## config.mk

```make
export PLATFORM = sky130hd
export DESIGN_NAME = lehmer_keystream_char_rotate_cipher
export DESIGN_NICKNAME = d
export VERILOG_FILES = /design/src/hdl/lkc_pkg.sv /design/src/hdl/lkc_lehmer.sv /design/src/hdl/lkc_rotate.sv /design/src/hdl/lehmer_keystream_char_rotate_cipher.sv
export SDC_FILE = /design/constraint.sdc
export NUM_CORES = 1
export LEC_CHECK = 0
export BUFFER_PORTS_ARGS = -buffer_cell sky130_fd_sc_hd__buf_2
export CORE_ASPECT_RATIO = 1.75
export CORE_MARGIN = 3
export CORE_UTILIZATION = 37
export DETAILED_ROUTE_END_ITERATION = 8
export GPL_ROUTABILITY_DRIVEN = 1
export PLACE_DENSITY_LB_ADDON = 0.1
export SETUP_SLACK_MARGIN = 0.3
export SLEW_MARGIN = 30
export SYNTH_ARGS = -nofsm -noshare
export SYNTH_HDL_FRONTEND = slang
export SYNTH_SLANG_ARGS = --single-unit
```

## constraint.sdc

```tcl
create_clock -name clk_i -period 6.35 [get_ports clk_i]
set_input_delay 1.5875 -clock clk_i [delete_from_list [all_inputs] [get_ports clk_i]]
set_output_delay 1.5875 -clock clk_i [all_outputs]
set_load 0.05 [all_outputs]
```

## src/hdl/lkc_pkg.sv

```systemverilog
`timescale 1ns / 1ps

package lkc_pkg;

  localparam int unsigned SEED_W   = 17;
  localparam int unsigned BYTE_W   = 8;
  localparam int unsigned OFFSET_W = 7;
  localparam int unsigned CFG_IDX_W  = 1;
  localparam int unsigned CFG_DATA_W = SEED_W;

  localparam logic [SEED_W-1:0] SEED_RESET = SEED_W'(1);
  localparam int unsigned LEHMER_MULT = 75;
  localparam logic [SEED_W:0] LEHMER_MOD = (SEED_W+1)'(65537);

  localparam logic [BYTE_W-1:0]   ROT_BASE = BYTE_W'(32);
  localparam logic [BYTE_W-1:0]   ROT_SPAN = BYTE_W'(96);

  localparam logic [CFG_IDX_W-1:0] REG_SEED = CFG_IDX_W'(0);
  localparam logic [CFG_IDX_W-1:0] REG_MODE = CFG_IDX_W'(1);

endpackage

```

## src/hdl/lkc_lehmer.sv

```systemverilog
`timescale 1ns / 1ps

module lkc_lehmer (
  input  logic                        clk_i,
  input  logic                        rst_ni,
  input  logic                        seed_we_i,
  input  logic [lkc_pkg::SEED_W-1:0]  seed_i,
  input  logic                        step_i,
  output logic [lkc_pkg::SEED_W-1:0]  next_value_o
);

  logic [lkc_pkg::SEED_W-1:0] value_q, value_d;
  logic [23:0]                prod;
  logic [lkc_pkg::SEED_W:0]   diff;

  // 65536 == -1 (mod 65537), so x mod 65537 = low half - high half, fixed up once
  always_comb begin
    prod = 24'(value_q) * 24'(lkc_pkg::LEHMER_MULT);
    diff = {2'b00, prod[15:0]} - {10'b0, prod[23:16]};
    if (diff[lkc_pkg::SEED_W]) begin
      diff = diff + lkc_pkg::LEHMER_MOD;
    end
    next_value_o = diff[lkc_pkg::SEED_W-1:0];
  end

  always_comb begin
    value_d = value_q;
    if (seed_we_i) begin
      value_d = seed_i;
    end else if (step_i) begin
      value_d = next_value_o;
    end
  end

  always_ff @(posedge clk_i or negedge rst_ni) begin
    if (!rst_ni) begin
      value_q <= lkc_pkg::SEED_RESET;
    end else begin
      value_q <= value_d;
    end
  end

endmodule

```

## src/hdl/lkc_rotate.sv

```systemverilog
`timescale 1ns / 1ps

module lkc_rotate (
  input  logic [lkc_pkg::SEED_W-1:0] value_i,
  input  logic                       decrypt_i,
  input  logic [lkc_pkg::BYTE_W-1:0] byte_i,
  output logic [lkc_pkg::BYTE_W-1:0] byte_o
);

  logic [4:0]                       dsum;
  logic [2:0]                       dsum2;
  logic [1:0]                       q_mod3;
  logic [lkc_pkg::OFFSET_W-1:0]     offset;
  logic                             printable;
  logic [lkc_pkg::BYTE_W-1:0]       pos;
  logic [lkc_pkg::BYTE_W-1:0]       rot;

  // value mod 96 = ((value >> 5) mod 3) * 32 + value[4:0]; base-4 digits sum to mod 3
  always_comb begin
    dsum = 5'(value_i[6:5]) + 5'(value_i[8:7]) + 5'(value_i[10:9])
         + 5'(value_i[12:11]) + 5'(value_i[14:13]) + 5'(value_i[16:15]);
    dsum2 = 3'(dsum[1:0]) + 3'(dsum[3:2]) + 3'(dsum[4]);
    if (dsum2 >= 3'd6) begin
      q_mod3 = 2'(dsum2 - 3'd6);
    end else if (dsum2 >= 3'd3) begin
      q_mod3 = 2'(dsum2 - 3'd3);
    end else begin
      q_mod3 = dsum2[1:0];
    end
    offset = {q_mod3, value_i[4:0]};
  end

  always_comb begin
    printable = !byte_i[7] && (byte_i[6:5] != 2'b00);
    pos       = byte_i - lkc_pkg::ROT_BASE;
    if (decrypt_i) begin
      rot = pos - 8'(offset);
      if (rot[7]) begin
        rot = rot + lkc_pkg::ROT_SPAN;
      end
    end else begin
      rot = pos + 8'(offset);
      if (rot >= lkc_pkg::ROT_SPAN) begin
        rot = rot - lkc_pkg::ROT_SPAN;
      end
    end
    byte_o = printable ? (rot + lkc_pkg::ROT_BASE) : byte_i;
  end

endmodule

```

## src/hdl/lehmer_keystream_char_rotate_cipher.sv

```systemverilog
`timescale 1ns / 1ps

// Byte stream cipher: a Lehmer generator (x*75 mod 65537) steps once per request
// and rotates printable bytes (32..127) by value mod 96; other bytes pass through.
// Throughput is one request per clock while the output is not stalled. The generator steps
// and the byte is captured in an input register when the request is accepted, and
// the rotation is computed into the result register when that register is free. Writing
// register 0 reloads the generator; register 1 selects decrypt (subtract offset).
module lehmer_keystream_char_rotate_cipher (
  input  logic                           clk_i,
  input  logic                           rst_ni,
  input  logic                           cfg_we_i,
  input  logic [lkc_pkg::CFG_IDX_W-1:0]  cfg_idx_i,
  input  logic [lkc_pkg::CFG_DATA_W-1:0] cfg_data_i,
  input  logic                           in_valid_i,
  output logic                           in_ready_o,
  input  logic [lkc_pkg::BYTE_W-1:0]     data_byte_i,
  output logic                           out_valid_o,
  input  logic                           out_ready_i,
  output logic [lkc_pkg::BYTE_W-1:0]     out_byte_o
);

  logic                          mode_q;
  logic                          s1_valid_q;
  logic [lkc_pkg::BYTE_W-1:0]    s1_byte_q;
  logic                          s1_dec_q;
  logic [lkc_pkg::SEED_W-1:0]    s1_value_q;
  logic                          out_valid_q;
  logic [lkc_pkg::BYTE_W-1:0]    out_byte_q;
  logic [lkc_pkg::SEED_W-1:0]    next_value;
  logic [lkc_pkg::BYTE_W-1:0]    rot_byte;
  logic                          in_fire;
  logic                          s1_advance;
  logic                          seed_we;

  assign seed_we    = cfg_we_i && (cfg_idx_i == lkc_pkg::REG_SEED);
  assign s1_advance = s1_valid_q && (!out_valid_q || out_ready_i);
  assign in_ready_o = !s1_valid_q || s1_advance;
  assign in_fire    = in_valid_i && in_ready_o;

  lkc_lehmer u_lehmer (
    .clk_i        (clk_i),
    .rst_ni       (rst_ni),
    .seed_we_i    (seed_we),
    .seed_i       (cfg_data_i),
    .step_i       (in_fire),
    .next_value_o (next_value)
  );

  lkc_rotate u_rotate (
    .value_i   (s1_value_q),
    .decrypt_i (s1_dec_q),
    .byte_i    (s1_byte_q),
    .byte_o    (rot_byte)
  );

  always_ff @(posedge clk_i or negedge rst_ni) begin
    if (!rst_ni) begin
      mode_q      <= 1'b0;
      s1_valid_q  <= 1'b0;
      out_valid_q <= 1'b0;
    end else begin
      if (cfg_we_i && (cfg_idx_i == lkc_pkg::REG_MODE)) begin
        mode_q <= cfg_data_i[0];
      end
      if (in_ready_o) begin
        s1_valid_q <= in_valid_i;
      end
      if (s1_advance) begin
        out_valid_q <= 1'b1;
      end else if (out_ready_i) begin
        out_valid_q <= 1'b0;
      end
    end
  end

  always_ff @(posedge clk_i) begin
    if (in_fire) begin
      s1_byte_q  <= data_byte_i;
      s1_dec_q   <= mode_q;
      s1_value_q <= next_value;
    end
    if (s1_advance) begin
      out_byte_q <= rot_byte;
    end
  end

  assign out_valid_o = out_valid_q;
  assign out_byte_o  = out_byte_q;

endmodule

```

=== Word-level counts from Yosys, hierarchy flattened ===
Index checks and enable logic that the tools add are counted.

* Flip-flop bits (word level): 54
* Input bits: 31
* Output and inout bits: 10
* Logic and storage cells: 54

* Add/subtract/negate cells: 17
* $mul: 1
* $lt $le $gt $ge: 3
* Muxes and demuxes: 11
* Bitwise operators: 1
* Reductions and logical operators: 13

{| class="wikitable"
|+ Operators by type and width
! operator !! number
|-
| 2-to-1 mux 17 bit || 3
|-
| 2-to-1 mux 8 bit || 4
|-
| multiplier 17 x 7 -> 24 bit (second input constant) || 1
|-
| adder 5 x 2 -> 5 bit || 4
|-
| adder 17 bit (second input constant) || 1
|-
| subtractor 16 x 8 -> 17 bit || 1
|-
| adder 8 x 6 -> 8 bit (second input constant) || 1
|-
| adder 8 x 7 -> 8 bit || 1
|-
| adder 8 x 7 -> 8 bit (second input constant) || 1
|-
| >= comparator 8 x 7 -> 1 bit (second input constant) || 1
|-
| subtractor 8 x 6 -> 8 bit (second input constant) || 1
|-
| subtractor 8 x 7 -> 8 bit || 1
|-
| subtractor 8 x 7 -> 8 bit (second input constant) || 1
|-
| adder 2 x 2 -> 3 bit || 2
|-
| nonzero test 2 bit || 3
|-
| logical AND 1 bit || 5
|-
| 2-to-1 mux 2 bit || 2
|-
| subtractor 2 bit (second input constant) || 2
|-
| adder 3 x 1 -> 3 bit || 1
|-
| >= comparator 3 x 2 -> 1 bit (second input constant) || 1
|-
| >= comparator 3 bit (second input constant) || 1
|-
| logical NOT 1 bit || 3
|-
| logical OR 1 bit || 2
|-
| 2-to-1 mux 1 bit || 2
|-
| NOT 1 bit || 1
|}

=== Longest topological paths before layout ===
Gate-level depths: netlist (run 1).

* Depth after elaboration: 16
* Mapped depth: 28
* Gate-level depth less buffers: 27

=== Hierarchy ===
Synthesis (run 1) repeated with hierarchy kept, for this count alone.

* Cells, all modules: 667
* Area, all modules: 6,437.4 um^2

{| class="wikitable"
|+ Modules (own cells, without submodules)
! module !! instances !! cells each !! area each (um^2) !! sequential area each (um^2)
|-
| lkc_lehmer || 1 || 425 || 3,799.9 || 426.7
|-
| lkc_rotate || 1 || 196 || 1,462.7 || 0.0
|-
| lehmer_keystream_char_rotate_cipher || 1 || 46 || 1,174.9 || 1,096.1
|}

=== Worst setup path after synthesis (run 1) ===
No wires, ideal clock.

* Kind: reg-to-reg
* Start point: reg s1_value_q[5] (netlist name)
* End point: reg out_byte_q, in the netlist out_byte_o[7], data pin
* Library setup time: 0.261 ns
* Arrival: 6.090 ns
* Required time: 6.089 ns
* Setup slack: -0.001 ns
* Cell stages (with the launch flop): 27
* Path buffers: 0
* Period minus slack after synthesis: 6.351 ns
* Cell sequence: edfxtp_1 ha_1 inv_1 fa_1 fa_1 inv_1 fa_1 fa_1 xnor2_1 fa_1 inv_1 fa_1 ha_1 nor3_1 a211oi_1 a21oi_1 ha_1 or2_2 a21oi_1 a21oi_1 xnor2_1 nor2b_1 nor3_1 a21o_1 ha_1 xnor2_1 mux2i_1

* Longest elaborated chain between the ends: 16
* Elaborated cells between the ends (all ways): 23
* Classes of those cells: add/sub: 14; order compare: 3; mux: 6

{| class="wikitable"
|+ RTL lines
! what !! line !! text
|-
| start, declared || lehmer_keystream_char_rotate_cipher.sv:27 || <nowiki>logic [lkc_pkg::SEED_W-1:0] s1_value_q;</nowiki>
|-
| start signal, assigned || lehmer_keystream_char_rotate_cipher.sv:81 || <nowiki>s1_value_q <= next_value;</nowiki>
|-
| adder 2 x 2 -> 3 bit (*) || lkc_rotate.sv:20 || <nowiki>dsum = 5'(value_i[6:5]) + 5'(value_i[8:7]) + 5'(value_i[10:9])</nowiki>
|-
| adder 5 x 2 -> 5 bit (*) || lkc_rotate.sv:20 ||
|-
| adder 5 x 2 -> 5 bit (*) (3 in a row) || lkc_rotate.sv:21 || <nowiki>+ 5'(value_i[12:11]) + 5'(value_i[14:13]) + 5'(value_i[16:15]);</nowiki>
|-
| adder 2 x 2 -> 3 bit || lkc_rotate.sv:22 || <nowiki>dsum2 = 3'(dsum[1:0]) + 3'(dsum[3:2]) + 3'(dsum[4]);</nowiki>
|-
| adder 3 x 1 -> 3 bit (*) || lkc_rotate.sv:22 ||
|-
| >= comparator 3 x 2 -> 1 bit / subtractor 2 bit (equally long branches) || lkc_rotate.sv:25, lkc_rotate.sv:26 ||
|-
| 2-to-1 mux 2 bit || lkc_rotate.sv:25 || <nowiki>end else if (dsum2 >= 3'd3) begin</nowiki>
|-
| 2-to-1 mux 2 bit (*) || lkc_rotate.sv:23 || <nowiki>if (dsum2 >= 3'd6) begin</nowiki>
|-
| adder 8 x 7 -> 8 bit / subtractor 8 x 7 -> 8 bit (equally long branches) || lkc_rotate.sv:42, lkc_rotate.sv:37 ||
|-
| subtractor 8 x 7 -> 8 bit (tied with other cells) || lkc_rotate.sv:44 || <nowiki>rot = rot - lkc_pkg::ROT_SPAN;</nowiki>
|-
| 2-to-1 mux 8 bit, on equally long branches || lkc_rotate.sv:43, lkc_rotate.sv:38 ||
|-
| 2-to-1 mux 8 bit (*) || lkc_rotate.sv:36 || <nowiki>if (decrypt_i) begin</nowiki>
|-
| adder 8 x 6 -> 8 bit (*) || lkc_rotate.sv:47 || <nowiki>byte_o = printable ? (rot + lkc_pkg::ROT_BASE) : byte_i;</nowiki>
|-
| 2-to-1 mux 8 bit (*) || lkc_rotate.sv:47 ||
|-
| via rot_byte, one bit || lehmer_keystream_char_rotate_cipher.sv:31 || <nowiki>logic [lkc_pkg::BYTE_W-1:0] rot_byte;</nowiki>
|-
| end signal, assigned || lehmer_keystream_char_rotate_cipher.sv:84 || <nowiki>out_byte_q <= rot_byte;</nowiki>
|-
| end, declared || lehmer_keystream_char_rotate_cipher.sv:29 || <nowiki>logic [lkc_pkg::BYTE_W-1:0] out_byte_q;</nowiki>
|}

Mark *: on every way through the listed nets, which the timed path passes. The rest lies on a longest branch.
A chain may end at the register's enable or synchronous reset.

=== Worst setup path after layout (run 1) ===
Ends and elaborated chain as after synthesis.

==> metrics.yaml, run 1 <==
status: "finished, final reports clean"
clkTransAtPathRegs_ns: 0.07
crit_path_max_fanout: 4
place_ws_ns: -0.129
cp-end-kind: "flop"
post-route-drc-count: 0
cp.required_ns: 6.38
cts_buffer_depth: 2
critPathBufInv: 4
hold_violations: 0
min_period_ns: 6.11
dr.first_iter.drc_count: 170
grt_first_pass_wirelength_um: 29400
antenna_found_initial: 0
die-area_um2: 18800
postCtsHoldBufs: 0
cap_violations: 0
first_global_vias: 5939
synth_compound_area_share_pct: 15.6
drive_gt1_share_pct: 42.4
num_antenna_cells: 0
cts.sinks: 54
tightest_slew_ns: 0.922
synth_xor_area_share_pct: 7.19
setup_violations: 0
synth_area_leaders: "ha_1, edfxtp_1, fa_1"
drt_wl_total_um: 18700
synth_warnings: 0
synthTopCellsByCount: "inv_1, ha_1, a21oi_1"
drtPass1Iterations: 4
start_util_pct: 38.3
fill_cells: 1496
async_reset_ff_share_pct: 37.0
vias_per_cell: 5.17
grt_start_max_net_pins: 34
fp.dieW_um: 105
slew_headroom_pct: 38.3
synth_seq_cells: 54
routedWlPerCell_um: 17.5
synth_cells: 671
postSynthNetCount: 836
crit_family: "adder cells"
max_freq_mhz: 164
slew_violations: 0
synth-simple-area-share_pct: 13.7
syn_avg_cell_area_um2: 9.47
cp-start-kind: "flop"
cts_tree: "yes"
ioPinCount: 41
die-height_um: 179
synth_top_area_share_pct: 19.1
synth.most_common_cell: "inv_1"
critical_path_class: "reg2reg"
synth-edff-count: 34
area_delta_synth_final_pct: 43.0
core.rowCount: 62
yosys.area.top_type: "ha_1"
ys_seq_area_share_pct: 24.0
holdCritPathClass: "reg2reg"
muxShareOfSynthArea_pct: 1.69
final.period_utilization_pct: 96.2
track_usage_pct: 19.9
rsz0062_at_grt: "yes"
skew_ns: 0.00989
setup_ws_ns: 0.242
io_buffers: 40
cp.arrival_ns: 6.14
synth_top_family_by_area: "adder cells"
cts_root_buffer: "clkbuf_16"
slowest_stage: "fa_2"
via_count: 5527
core_region_area_um2: 16600
crit_path_max_incr_delay_ns: 0.56
synthAdderAreaFrac_pct: 30.8
cts_buffers: 5
clock_latency_ns: 0.29
syn_area_um2: 6350
hpwl_um: 14900
ys_types: 74
final_antenna_net_count: 0
grt_overflow_total: 0
final_net_count: 1010
place.gp.congestion: 0.908
cts_max_level: 2
ys.flop_type: "edfxtp_1"
placed cells by master, fill, tap and decap left out, drive strengths merged, types with 2 or more instances in the layout:
cell     instances
nor3            15
a22oi            2
a31oi            4
or3              5
clkbuf           7
edfxtp          34
mux2             3
o21bai           6
ha              97
nand2           31
nor2b            5
nor4             2
xnor2           36
nand4            5
o21ai           19
xor2            14
dfrtp           19
nand3           24
o211ai           7
o211a            2
inv            101
a21o            14
or2              5
nand3b           3
nand2b          11
o31ai            2
mux2i            7
a211oi           5
and3            10
fa              37
a21oi           59
o41ai            2
o2111ai          4
o21a             5
and2b            2
nor2            36
and2             6
a221o            2
buf            181
state kept, by name, summed over array words and instances (netlist names):
register	cells
s1_dec_q	1
s1_byte_q	8
s1_valid_q	1
out_byte_o	8
u_lehmer.value_q	17
mode_q	1
out_valid_o	1
s1_value_q	17
final cells by class:
cell class / count / area [µm²] / share of cell area [%]
multi-input combinational: 502 / 5400 / 59.4
tap: 224 / 280 / 3.09
clock buffer: 7 / 143 / 1.57
timing repair buffer: 181 / 1340 / 14.8
clock inverter: 1 / 8.76 / 0.0964
inverter: 101 / 379 / 4.17
sequential: 54 / 1530 / 16.9
kinds of logic (layout without fill, tap and decap cells):
kind of cell | after synthesis | after routing
buffers and inverters | 115 | 290
flip-flops | 54 | 54
adder cells (fa/ha/maj) | 134 | 134
AND/OR/NAND/NOR | 163 | 163
multiplexers | 10 | 10
AO/OA/AOI/OAI | 145 | 145
XOR/XNOR | 50 | 50
repair_timing:
| item | in CTS | in global routing |
|---|---|---|
| pin swaps | 51 | 96 |
| buffers inserted | 23 | 20 |
| endpoints found under the setup margin | 37 | 37 |
| resized for setup | 80 | 106 |
stage by stage:
step | cell area [µm²] | utilization [%] | hold WS [ns] | instances | TNS [ns]
after global routing | 9080 | 54.7 | 0.485 | 1070 | -0.0286
after detailed placement | 7560 | 45.5 | 0.455 | 1019 | -0.252
after global placement | 7560 | 45.5 | 0.452 | 1019 | -0.121
after CTS | 8330 | 50.2 | 0.474 | 1050 | 0
final | 9080 | 54.7 | 0.465 | 1070 | 0
after floorplan | 6400 | - | 0.419 | 671 | 0
path summary, 6_finish.rpt:
path	start	to	slack, ns	depth (start not counted)
max in group asynchronous	rst_ni	u_lehmer.value_q[8]	4.67	1
setup reg to reg	s1_value_q[5]	out_byte_o[7]	0.24	27
setup / recovery	s1_value_q[5]	out_byte_o[7]	0.24	27
min in group asynchronous	rst_ni	u_lehmer.value_q[1]	1.27	1
hold / removal	mode_q	s1_dec_q	0.47	0
hold reg to reg	mode_q	s1_dec_q	0.47	0
layer usage:
layer  wire length [µm]  GRT usage (%)  share of wire, %  up-vias
met2              10800           40.7                58       92
met1               6610           19.3                35     2709
met4               1090           11.2               5.8        0
li1                   -              -                 -     2671
met5                  0              0                 0        -
met3                235           1.22               1.3       55
Power of run 1 is not shown: default switching activity piles up to over one toggle a cycle in this logic, so the estimate is an artifact.
==> run 2, diff against run 1 <==
--- a/config.mk
+++ b/config.mk
@@ -5,12 +5,14 @@
 export SDC_FILE = /design/constraint.sdc
 export NUM_CORES = 1
 export LEC_CHECK = 0
+export ABC_AREA = 1
 export BUFFER_PORTS_ARGS = -buffer_cell sky130_fd_sc_hd__buf_2
 export CORE_ASPECT_RATIO = 1.75
 export CORE_MARGIN = 3
 export CORE_UTILIZATION = 37
 export DETAILED_ROUTE_END_ITERATION = 8
 export GPL_ROUTABILITY_DRIVEN = 1
+export HOLD_SLACK_MARGIN = 0.15
 export PLACE_DENSITY_LB_ADDON = 0.1
 export SETUP_SLACK_MARGIN = 0.3
 export SLEW_MARGIN = 30
==> run 2 against run 1 <==
Net effect: register-to-register slack better by 0.06 ns; clock-buffer cell count down 2; critical path depth up 4; maximum frequency up 0.94%; die area up 5.8%; sequential share of layout area up 1.7 points; synthesized area up 6.0%; synthesized cell count up 33%; via count up 5.1%; final cell count up 15%; critical path type unchanged; largest cell class unchanged.
==> metrics.yaml, run 2 <==
reg2reg_depth: 31  # +15%
whs_path_depth: 2  # +2
routedWlPerCell_um: 15.7  # -10%
cp_num_cells: 31  # +15%
synthTopCellsByCount: "nand2_1, inv_1, ha_1"
ioPinCount: 41  # unchanged
cts.sinks: 54  # unchanged
grt_first_pass_wirelength_um: 30600  # +4.0%
max_freq_mhz: 165  # +0.94%
cp-end-kind: "flop"
place_ws_ns: -0.0921  # +0.0369 ns
multiInputGateArea_um2: 4850  # -10%
layout_common_cells: "nand2_1, inv_1, ha_1"
synth_cells: 891  # +33%
core_region_area_um2: 17700  # +6.6%
status: "finished, final reports clean"
syn_avg_cell_area_um2: 7.56  # -20%
final.period_utilization_pct: 95.3  # -0.89 points
synth-edff-count: 34  # unchanged
cts_tree: "yes"
antenna_found_initial: 0  # unchanged
synth_top_area_share_pct: 18.0  # -1.1 points
final_common_cell: "nand2_1"
num_antenna_cells: 0  # unchanged
synth_warnings: 0  # unchanged
utilization_pct: 46.6  # -8.1 points
async_reset_ff_share_pct: 37.0  # unchanged
via_count: 5807  # +5.1%
slew_violations: 0  # unchanged
synth_area_leaders: "ha_1, edfxtp_1, nand2_1"
fill_cells: 1857  # +24%
ys_seq_area_share_pct: 22.6  # -1.4 points
crit_path_max_incr_delay_ns: 0.58  # +0.02 ns
worstHoldStart: "s1_valid_q"
grt_start_max_net_pins: 27  # -21%
crit_path_max_fanout: 5  # +1
crit_family: "adder cells"
syn_area_um2: 6740  # +6.0%
hpwl_um: 16500  # +11%
final_antenna_net_count: 0  # unchanged
ys.flop_type: "edfxtp_1"
place_inst: 1206  # +18%
start_util_pct: 38.1  # -0.21 points
postSynthNetCount: 1056  # +26%
post-route-drc-count: 0  # unchanged
holdCritPathClass: "reg2reg"
tightest_slew_ns: 0.805  # -0.117 ns
critical_path_class: "reg2reg"
area_delta_synth_final_pct: 22.5
setup_violations: 0  # unchanged
reg2reg_slack_ns: 0.30  # +0.06 ns
die-height_um: 185  # +2.9%
r2r-start: "s1_value_q[5]"
yosys.area.top_type: "ha_1"
track_usage_pct: 20.1  # +0.29 points
fp.dieW_um: 108  # +2.8%
cts_root_buffer: "clkbuf_16"
drtPass1Iterations: 5  # +1
cp.arrival_ns: 6.09  # -0.05 ns
cts_max_level: 2  # unchanged
core.rowCount: 64  # +3.2%
tns_ns: 0  # unchanged
slew_headroom_pct: 46.3  # +8.0 points
hold_violations: 0  # unchanged
clock_latency_ns: 0.30  # about the same
drive_gt1_share_pct: 23.1  # -19 points
die-area_um2: 19900  # +5.8%
io_buffers: 40  # unchanged
vias_per_cell: 4.72  # -8.5%
synth.most_common_cell: "nand2_1"
cp-start-kind: "flop"
clkTransAtPathRegs_ns: 0.07  # about the same
synth_seq_cells: 54  # unchanged
final_net_count: 1162  # +15%
cts_buffer_depth: 2  # unchanged
dr.first_iter.drc_count: 229  # +35%
cp.required_ns: 6.39  # about the same
place.gp.congestion: 0.919  # +1.2%
final_cells: 1229  # +15%
rsz0062_at_grt: "yes"
worstHoldEndpoint: "out_valid_o"
slowest_stage: "fa_1"
ys_types: 48  # -35%
setup_ws_ns: 0.299  # +0.0566 ns
regArea_um2: 1530  # about the same
min_period_ns: 6.05  # -0.0566 ns
first_global_vias: 6014  # +1.3%
grt_overflow_total: 0  # unchanged
drt_wl_total_um: 19200  # +2.9%
reg2reg_to: "out_byte_o[6]"
postCtsHoldBufs: 0  # unchanged
reg_top3: "s1_value_q: 17 flops, u_lehmer.value_q: 17 flops"
cap_violations: 0  # unchanged
critPathBufInv: 7  # +3
cts_buffers: 5  # unchanged
skew_ns: 0.00730  # -0.00260 ns
run 2: changes by cell type in the layout (fill, tap and decap cells not counted), moves of 14 or more:
cell / delta
inv_1: +91
nand3_1: +36
nand2_2: +17
ha_1: +20
buf_4: -56
ha_4: -20
nand2_1: +205
xnor2_1: -19
o21ai_0: +14
run 2: worst register-to-register path, delay by kind of cell, from the launching register on:
kind	cells	cell delay [ns]
AOI/OAI and AO/OA	4	0.35
DFF	1	0.38
buffers and inverters	7	0.47
xor gates and xnor gates	1	0.20
adders and majority gates	10	3.52
and+or+nand+nor	9	0.88
run 2: what timing repair did:
item | in CTS | in global routing
gates cloned | 0 | 0
buffers inserted | 5 | 10
endpoints found under the setup margin | 35 | 37
pin swaps | 13 | 34
resized for setup | 34 | 62
run 2: final cells by class:
type                       instances  share of cell area [%]
clock buffer                       5                    1.52
tap                              231                    3.50
inverter                         192                    8.75
multi-input combinational        635                    58.7
timing repair buffer             109                    8.71
sequential                        54                    18.6
clock inverter                     3                   0.228
run 2: worst max path at each step:
stage	from	slack (ns)	end
after floorplan	s1_value_q[5]	0.35	out_byte_o[7]
after global placement	s1_value_q[5]	0.04	out_byte_o[7]
after detailed placement	s1_value_q[5]	-0.09	out_byte_o[7]
after CTS	s1_value_q[7]	0.24	out_byte_o[7]
after global routing	s1_value_q[5]	0.01	out_byte_o[7]
final	s1_value_q[5]	0.30	out_byte_o[6]
run 2: metal layers:
| metal | share of wire (%) | wire length (µm) | track usage (%) |
|---|---|---|---|
| met3 | 1.5 | 297 | 1.37 |
| met5 | 0 | 0 | 0 |
| met4 | 6.9 | 1320 | 11.5 |
| met2 | 57 | 10900 | 40.0 |
| met1 | 35 | 6690 | 19.9 |
run 2: metrics by stage:
stage                     instance area, µm²  hold slack, ns
after global placement                  7590           0.459
after CTS                               7880           0.495
after floorplan                         6740           0.426
after detailed placement                7590           0.477
final                                   8250           0.487
after global routing                    8250           0.509
run 2: cells by family after synthesis:
| kind of cell | synth area share, % |
|---|---|
| fa+ha+maj | 29.0 |
| flops | 22.6 |
| compound gates | 7.13 |
| buf+inv | 11.4 |
| xor+xnor | 4.42 |
| simple gates | 25.4 |
Power of run 2 is left out for the same reason.
